### src/eapg_pkg.sv
// Types, constants and the CORDIC arctangent table for the elliptical arc point generator.
// No dependencies; every other source file imports this package.
package eapg_pkg;

   localparam int ANGLE_BITS   = 16;
   localparam int ANGLE_W      = 17;
   localparam int MAX_POINTS   = 64;
   localparam int COUNT_W      = 7;
   localparam int IDX_W        = 6;
   localparam int CORDIC_STEPS = 30;
   localparam int STEP_W       = 5;
   localparam int DIV_STEPS    = ANGLE_W;

   localparam logic [ANGLE_W-1:0] TURN       = ANGLE_W'(1 << ANGLE_BITS);
   localparam logic [COUNT_W-1:0] MAX_COUNT  = COUNT_W'(MAX_POINTS);
   localparam logic signed [33:0] CORDIC_GAIN = 34'sd652032874;
   localparam logic signed [33:0] ONE_Q30     = 34'sd1073741824;

   typedef struct packed {
      logic signed [31:0] center_x;
      logic signed [31:0] center_y;
      logic [30:0]        radius_x;
      logic [30:0]        radius_y;
      logic [16:0]        angle_from;
      logic [16:0]        angle_to;
      logic [6:0]         point_count;
   } req_type;

   typedef struct packed {
      logic signed [31:0] point_x;
      logic signed [31:0] point_y;
      logic               is_last;
   } rsp_type;

   typedef enum logic [3:0] {
      ST_IDLE,
      ST_DIV,
      ST_TRIG_INIT,
      ST_CORDIC,
      ST_TRIG_FIN,
      ST_MUL_X,
      ST_SUM_X,
      ST_MUL_Y,
      ST_SUM_Y,
      ST_EMIT
   } state_type;

   typedef struct packed {
      logic              load;
      logic              div_step;
      logic              trig_init;
      logic              cordic_step;
      logic [STEP_W-1:0] step;
      logic              trig_fin;
      logic              mul_x;
      logic              sum_x;
      logic              mul_y;
      logic              sum_y;
      logic              out_load;
      logic              is_last;
      logic              advance;
   } cmd_type;

   typedef struct packed {
      logic             req_empty;
      logic [IDX_W-1:0] last_idx;
      logic             out_free;
   } status_type;

   // Arctangent of 2^-k as a fraction of a turn, 2^32 being one turn.
   function automatic logic [31:0] atan_phase(input logic [STEP_W-1:0] k);
      logic [31:0] v;
      unique case (k)
         5'd0:  v = 32'h20000000;
         5'd1:  v = 32'h12E4051E;
         5'd2:  v = 32'h09FB385B;
         5'd3:  v = 32'h051111D4;
         5'd4:  v = 32'h028B0D43;
         5'd5:  v = 32'h0145D7E1;
         5'd6:  v = 32'h00A2F61E;
         5'd7:  v = 32'h00517C55;
         5'd8:  v = 32'h0028BE53;
         5'd9:  v = 32'h00145F2F;
         5'd10: v = 32'h000A2F98;
         5'd11: v = 32'h000517CC;
         5'd12: v = 32'h00028BE6;
         5'd13: v = 32'h000145F3;
         5'd14: v = 32'h0000A2FA;
         5'd15: v = 32'h0000517D;
         5'd16: v = 32'h000028BE;
         5'd17: v = 32'h0000145F;
         5'd18: v = 32'h00000A30;
         5'd19: v = 32'h00000518;
         5'd20: v = 32'h0000028C;
         5'd21: v = 32'h00000146;
         5'd22: v = 32'h000000A3;
         5'd23: v = 32'h00000051;
         5'd24: v = 32'h00000029;
         5'd25: v = 32'h00000014;
         5'd26: v = 32'h0000000A;
         5'd27: v = 32'h00000005;
         5'd28: v = 32'h00000003;
         5'd29: v = 32'h00000001;
         default: v = 32'h00000000;
      endcase
      return v;
   endfunction

endpackage

### src/eapg_ctrl.sv
// Sequencer of the arc point generator: walks the division, then for each point the CORDIC,
// the two multiply and add steps and the hand-off to the output register. Uses eapg_pkg.
module eapg_ctrl (
   input  logic                 clock,
   input  logic                 reset,
   input  logic                 req_valid,
   output logic                 req_stall,
   output eapg_pkg::cmd_type    cmd,
   input  eapg_pkg::status_type status
);
   import eapg_pkg::*;

   state_type         state_ff, state_in;
   logic [STEP_W-1:0] cnt_ff, cnt_in;
   logic [IDX_W-1:0]  idx_ff, idx_in;

   always_ff @(posedge clock) begin
      if (reset) begin
         state_ff <= ST_IDLE;
         cnt_ff   <= '0;
         idx_ff   <= '0;
      end else begin
         state_ff <= state_in;
         cnt_ff   <= cnt_in;
         idx_ff   <= idx_in;
      end
   end

   always_comb begin
      state_in  = state_ff;
      cnt_in    = cnt_ff;
      idx_in    = idx_ff;
      cmd       = '0;
      cmd.step  = cnt_ff;
      req_stall = 1'b1;
      unique case (state_ff)
         ST_IDLE: begin
            req_stall = 1'b0;
            if (req_valid) begin
               cmd.load = 1'b1;
               cnt_in   = '0;
               idx_in   = '0;
               // An empty request is taken and dropped.
               if (!status.req_empty) state_in = ST_DIV;
            end
         end
         ST_DIV: begin
            cmd.div_step = 1'b1;
            cnt_in       = cnt_ff + STEP_W'(1);
            if (cnt_ff == STEP_W'(DIV_STEPS - 1)) begin
               state_in = ST_TRIG_INIT;
            end
         end
         ST_TRIG_INIT: begin
            cmd.trig_init = 1'b1;
            cnt_in        = '0;
            state_in      = ST_CORDIC;
         end
         ST_CORDIC: begin
            cmd.cordic_step = 1'b1;
            cnt_in          = cnt_ff + STEP_W'(1);
            if (cnt_ff == STEP_W'(CORDIC_STEPS - 1)) state_in = ST_TRIG_FIN;
         end
         ST_TRIG_FIN: begin
            cmd.trig_fin = 1'b1;
            state_in     = ST_MUL_X;
         end
         ST_MUL_X: begin
            cmd.mul_x = 1'b1;
            state_in  = ST_SUM_X;
         end
         ST_SUM_X: begin
            cmd.sum_x = 1'b1;
            state_in  = ST_MUL_Y;
         end
         ST_MUL_Y: begin
            cmd.mul_y = 1'b1;
            state_in  = ST_SUM_Y;
         end
         ST_SUM_Y: begin
            cmd.sum_y = 1'b1;
            state_in  = ST_EMIT;
         end
         ST_EMIT: begin
            cmd.is_last = (idx_ff == status.last_idx);
            if (status.out_free) begin
               cmd.out_load = 1'b1;
               if (idx_ff == status.last_idx) begin
                  state_in = ST_IDLE;
               end else begin
                  cmd.advance = 1'b1;
                  idx_in      = idx_ff + IDX_W'(1);
                  state_in    = ST_TRIG_INIT;
               end
            end
         end
         default: state_in = ST_IDLE;
      endcase
   end

endmodule

### config.mk
export PLATFORM = sky130hd
export DESIGN_NAME = eapg_ctrl
export DESIGN_NICKNAME = d
export VERILOG_FILES = /design/src/eapg_pkg.sv /design/src/eapg_ctrl.sv
export SDC_FILE = /design/constraint.sdc
export NUM_CORES = 1
export LEC_CHECK = 0
export BUFFER_PORTS_ARGS = -buffer_cell sky130_fd_sc_hd__buf_2
export CORE_MARGIN = 4
export CORE_UTILIZATION = 40
export DETAILED_ROUTE_END_ITERATION = 12
export MAX_ROUTING_LAYER = met4
export PLACE_DENSITY = 0.62
export SYNTH_ARGS = -nofsm -noshare
export SYNTH_HDL_FRONTEND = slang
export SYNTH_SLANG_ARGS = --single-unit
### constraint.sdc
create_clock -name clock -period 1.9 [get_ports clock]
set_input_delay 0.095 -clock clock [delete_from_list [all_inputs] [get_ports clock]]
set_output_delay 0.095 -clock clock [all_outputs]
set_load 0.02 [all_outputs]
==> results.yml <==
synth:
  synth_ff_type: "dfxtp_1"
  synthTopCellsByArea: "dfxtp_1 29%, nor2_1 5.1%, xnor2_1 5.1%"
  synth_seq_area_share: 0.2913
  avgSynthCellArea_sq_um: 8.314
  synthCells: 124
  syn-num-nets: 139
  synth_common_cells: "15 x dfxtp_1, 14 x nor2_1, 9 x a21oi_1"
  synth.most_common_cell: "dfxtp_1"
  syn_area_sq_um: 1031
  synth-edff-count: 0
  ys_seq_elements: 15
  synth_top_area_frac: 0.2913
  yosysWarningCount: 0
  synth_cell_types: 43
  async_reset_ff_frac: 0
  yosysTopAreaCell: "dfxtp_1"
die:
  design.die.area_sq_um: 3454
  num_rows: 18
  initial_core_util: 0.4162
  core_area_sq_um: 2477
  pin_count: 29
  die_w_um: 58.77
  die-height_um: 58.77
routing:
  drt_first_iter_violations: 27
  wire_per_inst_um: 13.36
  drc_errors: 0
  via_per_inst: 5.508
  dr.pass1.iters: 4
  wl_mm: 2.471
  ant_nets: 0
  num_vias: 1019
clock_network:
  clk_path_buf_depth: 2
  insertion_delay_ns: 0.28
  cts.sinks: 15
  cts_resized: 0
  clk_pin_slew_ns: 0.09
  cts-buffers-inserted: 3
  cts_post_setup_buffers_inserted: 0
  h-tree-depth: 1
  ctsHoldBuffers: 0
  clockRootBuffer: "clkbuf_4"
  cts_tree: "built"
global_routing:
  grt_usage: 0.1589
  grt_pass1_vias: 934
  grt_max_degree: 12
  grt_pass1_wl_mm: 4.119
  overflow: 0
  antenna_found_initial: 0
sta:
  rsz0062_at_grt: "false"
  fmax_mhz: 570.8
  fin_setup_tns_ns: 0
  min_period_ns: 1.752
  slew_headroom: 0.7373
  maxSlewViolCount: 0
  worst_pin_slew_ns: 0.3907
  setup_viol: 0
  finClkSkew_ns: 0.002883
  period_share: 0.9221
  hold_viol: 0
final_layout:
  drive_above_1_share: 0.3097
  area_delta_synth_final_pct: 19.78
  diodes: 0
  final_nets: 171
  num-fill-cells: 256
critical_path:
  rr_endpoint: "idx_ff[5]"
  cp_slowest_cell: "or4b_1"
  cp-start-kind: "flop"
  crit_fanout: 11
  path_cells: "nor4_4 -> or2_2 -> o211ai_4 -> or4b_1 -> a21oi_1"
  cp.arrival_ns: 1.97
  setup.worst_path.end_class: "flop"
  critPathTopFamily: "simple AND/OR/NAND/NOR gates"
  rr_startpoint: "state_ff[0]"
  worstSetupPathType: "flop to flop"
  path_buf_inv: 0
  critical-path-max-stage-delay_ns: 0.48
  r2r_cells: 5
  crit_required_ns: 2.12
  reg2reg_slack_ns: 0.15
run_status:
  outcome: "completed"
hold_path:
  min_path_type: "input pin to flop"
  hold_depth: 2
  hold_path_end: "state_ff[0]"
  min_from: "reset"
power_and_ir_drop:
  ir_drop_mv: 0.2829
  powerDensity_nw_per_um2: 629.5
  power_w: 0.0007774
  p_leak_nw: 0.5197
run:
  max_cap_viol_count: 0
placed_design:
  place_congestion: 0.8537
  numPortBuffers: 28
  hpwlAfterDp_mm: 1.926
-- power by group --
part	internal, W	switching, W	leakage, nW
clock network	0.0000814	0.0000988	0.0150
logic	0.000111	0.000139	0.383
registers	0.000325	0.0000217	0.122
total	0.000518	0.000259	0.520
-- cells in the final DEF (no fill, tap or decap), types with 4 or more instances in the layout --
| cell | n |
|---|---|
| ha_1 | 4 |
| xnor2_1 | 6 |
| or3_1 | 4 |
| buf_2 | 28 |
| buf_4 | 5 |
| nor3_1 | 5 |
| nand2_1 | 6 |
| o21ai_0 | 4 |
| a21oi_1 | 9 |
| nand4_1 | 8 |
| xor2_1 | 4 |
| inv_1 | 4 |
| nor2_1 | 14 |
| dfxtp_1 | 13 |
-- final cells by class --
| type | instances | area (sq um) | share of cell area |
|---|---|---|---|
| Clock buffer | 4 | 26.28 | 0.02128 |
| Inverter | 4 | 15.01 | 0.01216 |
| Multi-Input combinational cell | 99 | 675.6 | 0.5471 |
| Sequential cell | 15 | 302.8 | 0.2452 |
| Tap cell | 30 | 37.54 | 0.03040 |
| Timing Repair Buffer | 33 | 177.7 | 0.1439 |
-- sequential cells by signal, indices dropped and copies added (netlist names) --
register / count
cnt_ff: 5
state_ff: 4
idx_ff: 6
-- metrics by stage --
stage | worst slack [ns] | instance area, sq um | instances | hold WS, ns | util
6_report | 0.1479 | 1235 | 185 | 0.1083 | 0.4985
5_1_grt | 0.02662 | 1235 | 185 | 0.1307 | 0.4985
4_1_cts | 0.02069 | 1232 | 185 | 0.09991 | 0.4975
3_5_place_dp | 0.09504 | 1206 | 181 | 0.4077 | 0.4869
3_3_place_gp | 0.1311 | 1206 | 181 | 0.4049 | 0.4869
2_1_floorplan | 0.1593 | 1031 | 124 | 0.2767 | -
-- routing by layer --
metal / GRT usage / part of all wire
met4: 0.06796 / 0.019
met3: 0.04825 / 0.047
met1: 0.1861 / 0.45
met5: - / 0
met2: 0.2508 / 0.49
-- logic make-up (layout without fill, tap and decap cells) --
logic type	Yosys count	in the layout	synth area share
and+or+nand+nor	62	62	0.3592
AOI/OAI and AO/OA	22	22	0.1529
DFF	15	15	0.2913
xor gates and xnor gates	10	10	0.08495
buffers and inverters	10	41	0.05340
adders and majority gates	4	4	0.04855
muxes	1	1	0.009709
-- worst max path at each step --
stage | from | end | slack, ns | cells past startpoint
after floorplan | cnt_ff[0] | state_ff[0] | 0.16 | 7
final | state_ff[0] | idx_ff[5] | 0.15 | 5
after global placement | state_ff[0] | idx_ff[5] | 0.13 | 5
after CTS | state_ff[0] | cmd[0] | 0.02 | 4
after detailed placement | state_ff[0] | idx_ff[5] | 0.1 | 5
after global routing | state_ff[0] | cmd[0] | 0.03 | 4
Power figures use the tool's default switching activity.
